File: src/rtl/mqsb_pkg.sv
// Package for the multi-queue shared buffer.
// Holds the field widths, operation and status codes and the controller state type.
// No dependencies.
package mqsb_pkg;

	// Field widths of the request and the result.
	localparam int DATA_W = 32;
	localparam int QID_W  = 2;
	localparam int STAT_W = 2;

	// Number of queues that the queue_id field can address.
	localparam int QID_NUM = 1 << QID_W;

	// Operation carried in the request.
	typedef enum logic {
		OP_ENQUEUE = 1'b0,
		OP_DEQUEUE = 1'b1
	} op_t;

	// Result status.
	typedef enum logic [STAT_W-1:0] {
		STATUS_OK        = 2'd0,
		STATUS_OVERFLOW  = 2'd1,
		STATUS_UNDERFLOW = 2'd2
	} status_t;

	// Data returned by a dequeue from an empty queue, and by every enqueue.
	localparam logic [DATA_W-1:0] DATA_UNDERFLOW = '1;
	localparam logic [DATA_W-1:0] DATA_NONE      = '0;

	// Controller states: request accepted and memories read, then write-back.
	typedef enum logic {
		ST_IDLE   = 1'b0,
		ST_UPDATE = 1'b1
	} state_t;

endpackage

File: src/rtl/mqsb_ram.sv
// Generic single-clock RAM with one write port and one registered read port.
// Used for the slot data store and the slot link store. No dependencies.
module mqsb_ram #(
	parameter int WIDTH = 32,
	parameter int DEPTH = 16
) (
	input  logic                     clk,
	input  logic                     wr_en,
	input  logic [$clog2(DEPTH)-1:0] wr_addr,
	input  logic [WIDTH-1:0]         wr_data,
	input  logic                     rd_en,
	input  logic [$clog2(DEPTH)-1:0] rd_addr,
	output logic [WIDTH-1:0]         rd_data
);

	logic [WIDTH-1:0] mem [DEPTH];

	// Write port.
	always_ff @(posedge clk) begin
		if (wr_en) begin
			mem[wr_addr] <= wr_data;
		end
	end

	// Registered read port.
	always_ff @(posedge clk) begin
		if (rd_en) begin
			rd_data <= mem[rd_addr];
		end
	end

endmodule

File: src/rtl/multi_queue_shared_buffer.sv
// Top level of the multi-queue shared buffer: FIFO queues linked through one slot store.
// Depends on mqsb_pkg and mqsb_ram.
//
// Up to four FIFO queues share SLOT_COUNT data slots. Each slot has a link
// entry in a link memory; links chain every queue from head to tail and chain
// the free slots from the free-list head. In the accept state the link and data
// memories are read at the slot concerned; in the write-back state the links are
// written back and the result is loaded into the output register. The next
// request is taken once the previous one has been written back and its result
// has left or is leaving the output register. Slots that were never allocated are
// tracked by a fill count and read as linking to the next slot, so there is no
// clearing pass after reset. An enqueue with no free slot, or to a queue number
// of QUEUE_COUNT or more, reports overflow; a dequeue from an empty or nonexistent
// queue reports underflow with data -1. Neither changes any state.
module multi_queue_shared_buffer
	import mqsb_pkg::*;
#(
	parameter int SLOT_COUNT  = 16,
	parameter int QUEUE_COUNT = 4
) (
	input  logic                     clk,
	input  logic                     arst_n,
	// Request channel.
	input  logic                     s_tvalid,
	output logic                     s_tready,
	input  logic signed [DATA_W-1:0] s_tdata,  // [31:0] data_in
	input  logic [QID_W:0]           s_tuser,  // [0] op, [2:1] queue_id
	// Result channel.
	output logic                     m_tvalid,
	input  logic                     m_tready,
	output logic signed [DATA_W-1:0] m_tdata,  // [31:0] data_out
	output logic [STAT_W-1:0]        m_tuser   // [1:0] status
);

	// Slot index and link widths; a link equal to SLOT_COUNT is null.
	localparam int SW = $clog2(SLOT_COUNT);
	localparam int NW = $clog2(SLOT_COUNT + 1);
	localparam logic [NW-1:0] NULL_SLOT = NW'(SLOT_COUNT);

	// Queues that actually exist and can be addressed.
	localparam int QDEPTH = (QUEUE_COUNT < QID_NUM) ? QUEUE_COUNT : QID_NUM;
	localparam int QIDX_W = (QDEPTH > 1) ? $clog2(QDEPTH) : 1;
	localparam logic [QID_W:0] QLIMIT = (QID_W + 1)'(QDEPTH);

	state_t state_q, state_d;

	// Queue and free-list pointers.
	logic [NW-1:0] head_q [QDEPTH];
	logic [NW-1:0] tail_q [QDEPTH];
	logic [NW-1:0] free_head_q;
	logic [NW-1:0] fill_q;

	// Request decode in the accept cycle.
	logic              accept;
	logic              upd;
	op_t               op_a;
	logic              enq_a;
	logic [QID_W-1:0]  qid_a;
	logic [QIDX_W-1:0] qi_a;
	logic              q_in_range;
	logic [NW-1:0]     head_a;
	logic [NW-1:0]     tail_a;
	logic              head_empty_a;
	logic              ok_a;
	logic [NW-1:0]     slot_a;
	logic              fresh_a;

	// Request held for the write-back cycle.
	op_t               op_s1;
	logic [QIDX_W-1:0] qi_s1;
	logic [DATA_W-1:0] data_s1;
	logic              ok_s1;
	logic [NW-1:0]     slot_s1;
	logic [NW-1:0]     tail_s1;
	logic              head_empty_s1;
	logic              fresh_s1;

	// Memory ports.
	logic              link_rd_en;
	logic [NW-1:0]     link_rdata;
	logic              link_wr_en;
	logic [SW-1:0]     link_wr_addr;
	logic [NW-1:0]     link_wdata;
	logic              data_rd_en;
	logic [DATA_W-1:0] data_rdata;
	logic              data_wr_en;

	// Write-back decisions.
	logic enq_ok;
	logic deq_ok;

	// Output register.
	logic              out_valid_q;
	logic [DATA_W-1:0] out_data_q;
	status_t           out_status_q;

	// Controller state register.
	always_ff @(posedge clk or negedge arst_n) begin
		if (!arst_n) begin
			state_q <= ST_IDLE;
		end else begin
			state_q <= state_d;
		end
	end

	// Next state.
	always_comb begin
		state_d = state_q;
		unique case (state_q)
			ST_IDLE: begin
				if (accept) begin
					state_d = ST_UPDATE;
				end
			end
			ST_UPDATE: begin
				state_d = ST_IDLE;
			end
			default: begin
				state_d = ST_IDLE;
			end
		endcase
	end

	// Controller outputs: a request is taken only when the output register is
	// free by the time its result is loaded.
	always_comb begin
		s_tready = 1'b0;
		upd      = 1'b0;
		unique case (state_q)
			ST_IDLE: begin
				s_tready = !out_valid_q || m_tready;
			end
			ST_UPDATE: begin
				upd = 1'b1;
			end
			default: begin
				s_tready = 1'b0;
			end
		endcase
	end

	assign accept = s_tvalid && s_tready;

	// Decode the request and pick the slot it works on.
	assign op_a         = op_t'(s_tuser[0]);
	assign enq_a        = (op_a == OP_ENQUEUE);
	assign qid_a        = s_tuser[QID_W:1];
	assign qi_a         = qid_a[QIDX_W-1:0];
	assign q_in_range   = {1'b0, qid_a} < QLIMIT;
	assign head_a       = head_q[qi_a];
	assign tail_a       = tail_q[qi_a];
	assign head_empty_a = !(head_a < NULL_SLOT);
	assign ok_a         = q_in_range && (enq_a ? (free_head_q < NULL_SLOT) : !head_empty_a);
	assign slot_a       = enq_a ? free_head_q : head_a;
	assign fresh_a      = free_head_q >= fill_q;

	// Read the link of the slot unless it was never allocated; read data on dequeue.
	assign link_rd_en = accept && ok_a && !(enq_a && fresh_a);
	assign data_rd_en = accept && ok_a && !enq_a;

	// Hold the request for the write-back cycle.
	always_ff @(posedge clk) begin
		if (accept) begin
			op_s1         <= op_a;
			qi_s1         <= qi_a;
			data_s1       <= s_tdata;
			ok_s1         <= ok_a;
			slot_s1       <= slot_a;
			tail_s1       <= tail_a;
			head_empty_s1 <= head_empty_a;
			fresh_s1      <= fresh_a;
		end
	end

	assign enq_ok = upd && ok_s1 && (op_s1 == OP_ENQUEUE);
	assign deq_ok = upd && ok_s1 && (op_s1 == OP_DEQUEUE);

	// Link write-back: an enqueue links the old tail to the new slot, a dequeue
	// pushes the freed slot onto the front of the free list.
	always_comb begin
		link_wr_en   = 1'b0;
		link_wr_addr = slot_s1[SW-1:0];
		link_wdata   = free_head_q;
		if (enq_ok && !head_empty_s1) begin
			link_wr_en   = 1'b1;
			link_wr_addr = tail_s1[SW-1:0];
			link_wdata   = slot_s1;
		end else if (deq_ok) begin
			link_wr_en = 1'b1;
		end
	end

	assign data_wr_en = enq_ok;

	// Pointer updates. A dequeue of the last entry is found by comparing its slot with
	// the tail and leaves the head null, since the tail slot's link is never written on enqueue.
	always_ff @(posedge clk or negedge arst_n) begin
		if (!arst_n) begin
			free_head_q <= '0;
			fill_q      <= '0;
			for (int i = 0; i < QDEPTH; i++) begin
				head_q[i] <= NULL_SLOT;
				tail_q[i] <= NULL_SLOT;
			end
		end else begin
			if (enq_ok) begin
				free_head_q <= fresh_s1 ? (slot_s1 + 1'b1) : link_rdata;
				if (fresh_s1) begin
					fill_q <= fill_q + 1'b1;
				end
				if (head_empty_s1) begin
					head_q[qi_s1] <= slot_s1;
				end
				tail_q[qi_s1] <= slot_s1;
			end else if (deq_ok) begin
				free_head_q   <= slot_s1;
				head_q[qi_s1] <= (slot_s1 == tail_s1) ? NULL_SLOT : link_rdata;
			end
		end
	end

	// Output valid flag.
	always_ff @(posedge clk or negedge arst_n) begin
		if (!arst_n) begin
			out_valid_q <= 1'b0;
		end else if (upd) begin
			out_valid_q <= 1'b1;
		end else if (m_tready) begin
			out_valid_q <= 1'b0;
		end
	end

	// Output payload.
	always_ff @(posedge clk) begin
		if (upd) begin
			if (deq_ok) begin
				out_data_q   <= data_rdata;
				out_status_q <= STATUS_OK;
			end else if (op_s1 == OP_DEQUEUE) begin
				out_data_q   <= DATA_UNDERFLOW;
				out_status_q <= STATUS_UNDERFLOW;
			end else begin
				out_data_q   <= DATA_NONE;
				out_status_q <= ok_s1 ? STATUS_OK : STATUS_OVERFLOW;
			end
		end
	end

	assign m_tvalid = out_valid_q;
	assign m_tdata  = out_data_q;
	assign m_tuser  = out_status_q;

	// Slot link store.
	mqsb_ram #(
		.WIDTH (NW),
		.DEPTH (SLOT_COUNT)
	) u_link_ram (
		.clk     (clk),
		.wr_en   (link_wr_en),
		.wr_addr (link_wr_addr),
		.wr_data (link_wdata),
		.rd_en   (link_rd_en),
		.rd_addr (slot_a[SW-1:0]),
		.rd_data (link_rdata)
	);

	// Slot data store.
	mqsb_ram #(
		.WIDTH (DATA_W),
		.DEPTH (SLOT_COUNT)
	) u_data_ram (
		.clk     (clk),
		.wr_en   (data_wr_en),
		.wr_addr (slot_s1[SW-1:0]),
		.wr_data (data_s1),
		.rd_en   (data_rd_en),
		.rd_addr (slot_a[SW-1:0]),
		.rd_data (data_rdata)
	);

	// An accepted request has its result loaded into the output register by the write-back state.
	a_result_latency: assert property (@(posedge clk) disable iff (!arst_n)
		s_tvalid && s_tready |-> ##2 m_tvalid)
		else $error("result not presented two cycles after request");

	// The output register is empty whenever a result is about to be loaded.
	a_no_result_overrun: assert property (@(posedge clk) disable iff (!arst_n)
		state_q == ST_UPDATE |-> !out_valid_q)
		else $error("result loaded over a pending result");

	// The free-list head is a slot or null.
	a_free_head_range: assert property (@(posedge clk) disable iff (!arst_n)
		free_head_q <= NULL_SLOT)
		else $error("free-list head out of range");

	// The fill count never passes the store size, and untouched slots sit at the
	// end of the free list.
	a_fill_range: assert property (@(posedge clk) disable iff (!arst_n)
		fill_q <= NULL_SLOT && (free_head_q <= fill_q || free_head_q == NULL_SLOT))
		else $error("fill count inconsistent with free list");

endmodule

File: config.mk
export PLATFORM = sky130hd
export DESIGN_NAME = multi_queue_shared_buffer
export DESIGN_NICKNAME = d
export VERILOG_FILES = /design/src/rtl/mqsb_pkg.sv /design/src/rtl/mqsb_ram.sv /design/src/rtl/multi_queue_shared_buffer.sv
export SDC_FILE = /design/constraint.sdc
export NUM_CORES = 1
export LEC_CHECK = 0
export ABC_AREA = 0
export BUFFER_PORTS_ARGS = -buffer_cell sky130_fd_sc_hd__buf_2
export CORE_MARGIN = 1.5
export CORE_UTILIZATION = 45
export CTS_CLUSTER_DIAMETER = 60
export CTS_CLUSTER_SIZE = 10
export DETAILED_ROUTE_END_ITERATION = 8
export PLACE_DENSITY = 0.69
export SETUP_SLACK_MARGIN = 0.05
export SLEW_MARGIN = 20
export SYNTH_ARGS = -nofsm -noshare
export SYNTH_HDL_FRONTEND = slang
export SYNTH_SLANG_ARGS = --single-unit
File: constraint.sdc
create_clock -name clk -period 4.09 [get_ports clk]
set_input_delay 0.2045 -clock clk [delete_from_list [all_inputs] [get_ports clk]]
set_output_delay 0.2045 -clock clk [all_outputs]
set_load 0.05 [all_outputs]
* After elaboration in Yosys (flattened, before gate mapping)
Memory sizes are Yosys's and may differ from the RTL's. A register that Yosys moved wholly into a read port is not among the register bits.
Cells that the tools add are included.
** Cells by class
- Add/subtract/negate cells :: 2
- Magnitude comparators :: 6
- Equal/unequal tests :: 2
- Multiplexer cells :: 38
- Bitwise gates (word level) :: 5
- Reduce and logical (&&, ||, !) cells :: 20
** Operators by type and width (count)
- two-way mux 32 bit :: 2
- bitwise mux 20 bit :: 3
- two-way mux 20 bit :: 3
- two-way mux 5 bit :: 11
- binary-select mux 5 bit (select 2 bit) :: 2
- two-way mux 1 bit :: 13
- adder 5 x 1 -> 5 bit, second input constant :: 2
- demux 5 bit (select 2 bit) :: 1
- logical AND 1 bit :: 10
- < comparator 5 bit, second input constant :: 2
- >= comparator 3 bit, second input constant :: 2
- NOT 2 -> 3 bit :: 2
- == test 5 bit :: 1
- >= comparator 5 bit :: 1
- zero test 1 bit :: 4
- two-way mux 4 bit :: 1
- AND reduction 2 bit :: 2
- nonzero test 2 bit :: 2
- < comparator 3 x 1 -> 1 bit, second input constant :: 1
- NOT 1 bit :: 3
- two-way mux 2 bit :: 1
- inequality test 2 bit, second input constant :: 1
- one-hot mux 1 bit (2 select lines) :: 1
- OR reduction 2 bit :: 1
- logical OR 1 bit :: 1
** Storage, ports and cells
- Register bits after elaboration :: 134
- Bits in writable memories :: 592
- Input bits :: 39
- Output and inout port bits :: 36
- Word-level logic and storage cells :: 98
- Memories kept :: 2
** Memory list
- u_data_ram.mem :: depth 16, bits a word 32, rd ports 1, clocked after memory_dff 1, wr ports 1, line mqsb_ram.sv:16 : logic [WIDTH-1:0] mem [DEPTH];
- u_link_ram.mem :: depth 16, bits a word 5, rd ports 1, clocked after memory_dff 1, wr ports 1, line mqsb_ram.sv:16

* Depth between registers and ports, before layout
- Depth after elaboration :: 8
- Mapped depth :: 10
- Depth with buffers taken out :: 8

* Hierarchy
A second synthesis with hierarchy kept.
** Second synthesis, totals
- Cells, all modules :: 1405
- Area, all modules :: 29070.4 um^2
** By module, submodules not included
- mqsb_ram (u_data_ram) :: times used 1, cells each 838, area each 20156.8 um^2, seq. area each 16335.7 um^2
- multi_queue_shared_buffer :: times used 1, cells each 412, area each 5650.4 um^2, seq. area each 3773.6 um^2
- mqsb_ram (u_link_ram) :: times used 1, cells each 155, area each 3263.1 um^2, seq. area each 2552.4 um^2

* Worst setup path before layout
OpenSTA, ideal clock, no wires.
- Path kind :: register -> register
- Start :: reg state_q
- End :: reg u_data_ram.rd_data[0], read port of u_data_ram.mem, enable pin
- Library setup time :: 0.421 ns
- Arrival time :: 4.722 ns
- Data required time :: 3.669 ns
- Path slack :: -1.053 ns
- Stages on the path, launching flop included :: 5
- Buffers on the path :: 0
- Period minus slack after synthesis :: 5.143 ns
- Path through :: dfrtp_1 > a21oi_1 > and2_1 > nand2_1 > nor2_1
** Between the ends
- Word-level cells in the longest chain between the ends :: 4
** Ends and longest elaborated chain
- start: declaration :: line multi_queue_shared_buffer.sv:45 : state_t state_q, state_d;
- start signal: assignment :: line multi_queue_shared_buffer.sv:102 : state_q <= state_d;
- two-way mux 1 bit :: line multi_queue_shared_buffer.sv:129 : unique case (state_q)
- named net s_tready :: line multi_queue_shared_buffer.sv:25 : output logic s_tready,
- logical AND 1 bit :: line multi_queue_shared_buffer.sv:142 : assign accept = s_tvalid && s_tready;
- named net accept :: line multi_queue_shared_buffer.sv:54 : logic accept;
- logical AND 1 bit (2 in a row) :: line multi_queue_shared_buffer.sv:159 : assign data_rd_en = accept && ok_a && !enq_a;
- named net data_rd_en :: line multi_queue_shared_buffer.sv:84 : logic data_rd_en;
- end: declaration :: line mqsb_ram.sv:13 : output logic [WIDTH-1:0] rd_data
The timed path passes the listed nets, and every way through them passes these cells.
A chain may end at the register's enable or synchronous reset.

* Worst setup path after layout
- Start :: reg head_q[0] (netlist name)
- End :: reg u_link_ram.rd_data[2], read port of u_link_ram.mem (data pin)
** Between the ends
- Word-level cells in the longest chain between the ends :: 7
- Elaborated cells between the ends (all ways) :: 8
- Those cells by class :: order compare (1); mux (5); reduce/logical (2)
** Ends and longest elaborated chain
- start: declaration :: line multi_queue_shared_buffer.sv:48 : logic [NW-1:0] head_q [QDEPTH];
- start signal: indexed assignment :: line multi_queue_shared_buffer.sv:212 : head_q[qi_s1] <= slot_s1;
- start signal: indexed assignment :: line multi_queue_shared_buffer.sv:217 : head_q[qi_s1] <= (slot_s1 == tail_s1) ? NULL_SLOT : link_rdata;
- binary-select mux 5 bit (select 2 bit) (*) :: line multi_queue_shared_buffer.sv:150 : assign head_a = head_q[qi_a];
- two-way mux 5 bit (not written as such) (*) (2 in a row) :: line multi_queue_shared_buffer.sv:150
- < comparator 5 bit :: line multi_queue_shared_buffer.sv:152 : assign head_empty_a = !(head_a < NULL_SLOT);
- two-way mux 1 bit :: line multi_queue_shared_buffer.sv:153 : assign ok_a = q_in_range && (enq_a ? (free_head_q < NULL_SLOT) : !head_empty_a);
- logical AND 1 bit (2 in a row) :: line multi_queue_shared_buffer.sv:158 : assign link_rd_en = accept && ok_a && !(enq_a && fresh_a);
- end: declaration :: line mqsb_ram.sv:13
Mark *: on every way between the ends. The rest lies on a longest branch, timed or not. The select of a mux whose other input is x is not followed.

==> results.py <==
metrics = {
    "hold_path": {
        "hold_path.startpoint": "s_tuser[1]",
        "min_path_cells": 1,
        "hold_class": "in2reg",
        "hold-path-endpoint": "qi_s1[0]",
    },
    "clock_tree": {
        "cts_root_buf": "clkbuf_16",
        "numCtsBuffers": 88,
        "clock_path_buffers": 3,
        "cts.clk_slew.worst_paths_ps": 60,
        "cts_tree": "done",
        "ctsHtreeMaxLevel": 3,
        "clock_latency_ps": 640,
        "cts_sinks": 763,
        "postCtsSetupBuffers": 0,
    },
    "cells_and_area": {
        "drive_gt1_share_pct": 14.1,
        "nNetsFinal": 2135,
        "final_area_um2": 34100,
        "areaGrowthSynthToFinish_pct": 14.9,
        "stdcell_count": 2962,
        "final_cell_mix": "711 x edfxtp_1, 325 x nand2_1, 166 x a21oi_1, 109 x nor2_1, 89 x clkbuf_16",
        "finish.utilization_pct": 52.6,
        "layout_commonest_cell": "edfxtp_1",
    },
    "yosys": {
        "ys.flop_type": "edfxtp_1",
        "synth_area_per_cell_um2": 15.1,
        "ys_seq_area_share_pct": 76.3,
        "synth_edf_count": 711,
        "ys_types": 43,
        "synth_area_leader_cell": "edfxtp_1",
        "ys_warn_count": 0,
        "syn_area_um2": 29700,
        "syn_nets": 2010,
        "syn_inst": 1961,
        "synth.ff_latch_count": 763,
        "synth_top_area_share_pct": 71.9,
        "ys_top_cells_by_area": "edfxtp_1 72%, nand2_1 4.1%, dfrtp_1 3.7%, a21oi_1 2.8%, mux2i_1 2.6%",
        "async_flop_share_pct": 6.82,
    },
    "critical_path": {
        "arrival_ps": 3750,
        "startpoint_type": "flop",
        "endpoint_kind": "flop",
        "rrSetupSlack_ps": 850,
        "r2r-start": "head_q[0]",
        "required_ps": 4600,
        "rr_endpoint": "u_link_ram.rd_data[2]",
        "critical_path_class": "reg2reg",
        "crit_fanout": 222,
        "rr_worst_depth": 6,
    },
    "floorplanning": {
        "die_w_um": 260,
        "num_rows": 93,
        "die_area_um2": 67500,
        "fp.dieH_um": 260,
        "coreArea_um2": 64800,
        "initial_core_util_pct": 45.8,
        "io_pins": 75,
    },
    "sta": {
        "setup_viol_count_final": 0,
        "min_period_ps": 3240,
        "final_max_slew_viol_count": 0,
        "setup_ws_ps": 850,
        "finalCritPeriodShare_pct": 79.2,
        "fmaxAchievable_mhz": 309,
        "tightest_slew_ps": 1460,
        "hold_viol_final": 0,
        "slew_headroom_pct": 2.61,
        "rsz0062_at_grt": "no",
        "fin_worst_skew_ps": 20.4,
    },
    "grt": {
        "grt_max_degree": 223,
        "grt_use_total_pct": 20.5,
        "grt-ovfl-total": 0,
        "grt_pass1_wl_um": 104000,
        "antenna_found_initial": 1,
        "grt_pass1_vias": 17099,
    },
    "run": {
        "max_cap_violations": 0,
    },
    "power": {
        "peakVddDrop_mv": 0.307,
        "p_leak_uw": 0.0115,
        "power.density_nw_per_um2": 619,
    },
    "drt": {
        "num_vias": 17447,
        "wl_per_cell_um": 23.2,
        "first_pass_iters": 5,
        "postRouteAntennaNets": 0,
        "first_iter_violations": 1846,
        "viasPerCell": 5.89,
        "drc": 0,
        "routed_wl_um": 68800,
    },
    "place": {
        "place_inst": 2814,
        "place_congestion": 0.806,
        "dpl_cell_area_um2": 31300,
        "dpl_worst_slack_ps": 822,
        "port_buffers": 74,
        "hpwl_um": 36300,
    },
    "status": {
        "status": "finished clean",
    },
}
-- sequential cells by signal, indices dropped and copies added, names as in the netlist, 2 cells and up --
signal,count
fill_q,5
m_tuser,2
u_data_ram.rd_data,32
qi_s1,2
free_head_q,5
tail_s1,5
u_link_ram.mem,80
m_tdata,32
slot_s1,5
u_data_ram.mem,512
data_s1,32
u_link_ram.rd_data,5
head_q,20
tail_q,20
-- layer usage --
metal	up-vias	routed length (um)	global-route usage, %
li1	7741	-	-
met1	8867	29100	28.1
met2	716	33300	33.2
met3	123	4850	3.27
met4	0	1570	7.09
met5	-	0	0
-- stage by stage --
step / hold slack [ps] / TNS [ps] / total power [uW]
finish: 26.1 / 0 / 21100
floorplan: -91.1 / -1110 / 12900
CTS: 24.6 / 0 / 21200
detailed placement: 366 / 0 / 14300
global placement: 350 / 0 / 14100
global route: 54.0 / 0 / 22000
-- cells in the mapped netlist (5+ instances only) --
cell type and instances:
clkbuf_1 60, mux4_2 10, buf_1 9, buf_2 49
a31oi_1 7, ha_1 10, inv_1 18, nor2_1 121
nand2_1 326, buf_4 5, a32o_1 74, or3_1 37
mux2_2 25, dfstp_2 8, o22ai_1 40, nand2b_1 8
a21oi_1 166, a221oi_1 75, o21ai_0 18, edfxtp_1 711
nor3_1 16, xor2_1 5, dfrtp_1 44, mux2i_1 76
xnor2_1 5
-- cells by family after synthesis --
logic type                 after synthesis  share of synthesized area (%)
and+or+nand+nor                        522                           7.16
DFF                                    763                           76.3
xor gates and xnor gates                10                          0.295
muxes                                  111                           4.27
adders and majority gates               10                          0.421
buffers and inverters                  148                           2.24
AOI/OAI and AO/OA                      397                           9.28
-- layout make-up --
class | instances | area (um2)
clock inverters | 9 | 168
inverters | 21 | 86.3
well taps | 855 | 1070
repair buffers | 162 | 1250
multi-input cells | 1050 | 6580
flip-flops and latches | 763 | 22700
diodes | 1 | 2.50
clock buffers | 101 | 2280
fillers | 5117 | 30700
-- power breakdown --
part / leakage (uW) / switching [uW] / internal [uW] / total, uW
registers: 0.00707 / 350 / 9240 / 9590
logic: 0.00325 / 2920 / 1700 / 4610
clock network: 0.00119 / 2850 / 4040 / 6890
total: 0.0115 / 6120 / 15000 / 21100
-- worst max-delay path by stage --
stage | cells after the start | endpoint | start | slack (ps)
floorplan | 4 | u_data_ram.rd_data[0] | state_q | -30
global placement | 7 | u_link_ram.rd_data[1] | s_tuser[1] | 850
detailed placement | 7 | u_link_ram.rd_data[1] | s_tuser[1] | 820
CTS | 6 | u_link_ram.rd_data[1] | head_q[0] | 1100
global route | 9 | u_data_ram.rd_data[18] | s_tuser[2] | 860
finish | 6 | u_link_ram.rd_data[2] | head_q[0] | 850
-- critical path: stages (launching register included) --
cell	delay, ps
dfrtp_1	380
mux4_2	510
a21oi_4	270
buf_12	510
a21oi_1	180
a221oi_1	530
or3_1	170
-- timing repair --
item	CTS	global route
resized for setup	0	0
hold buffers	37	0
endpoints found under the hold margin	79	0
No activity file was read; power rests on OpenSTA's default activity.
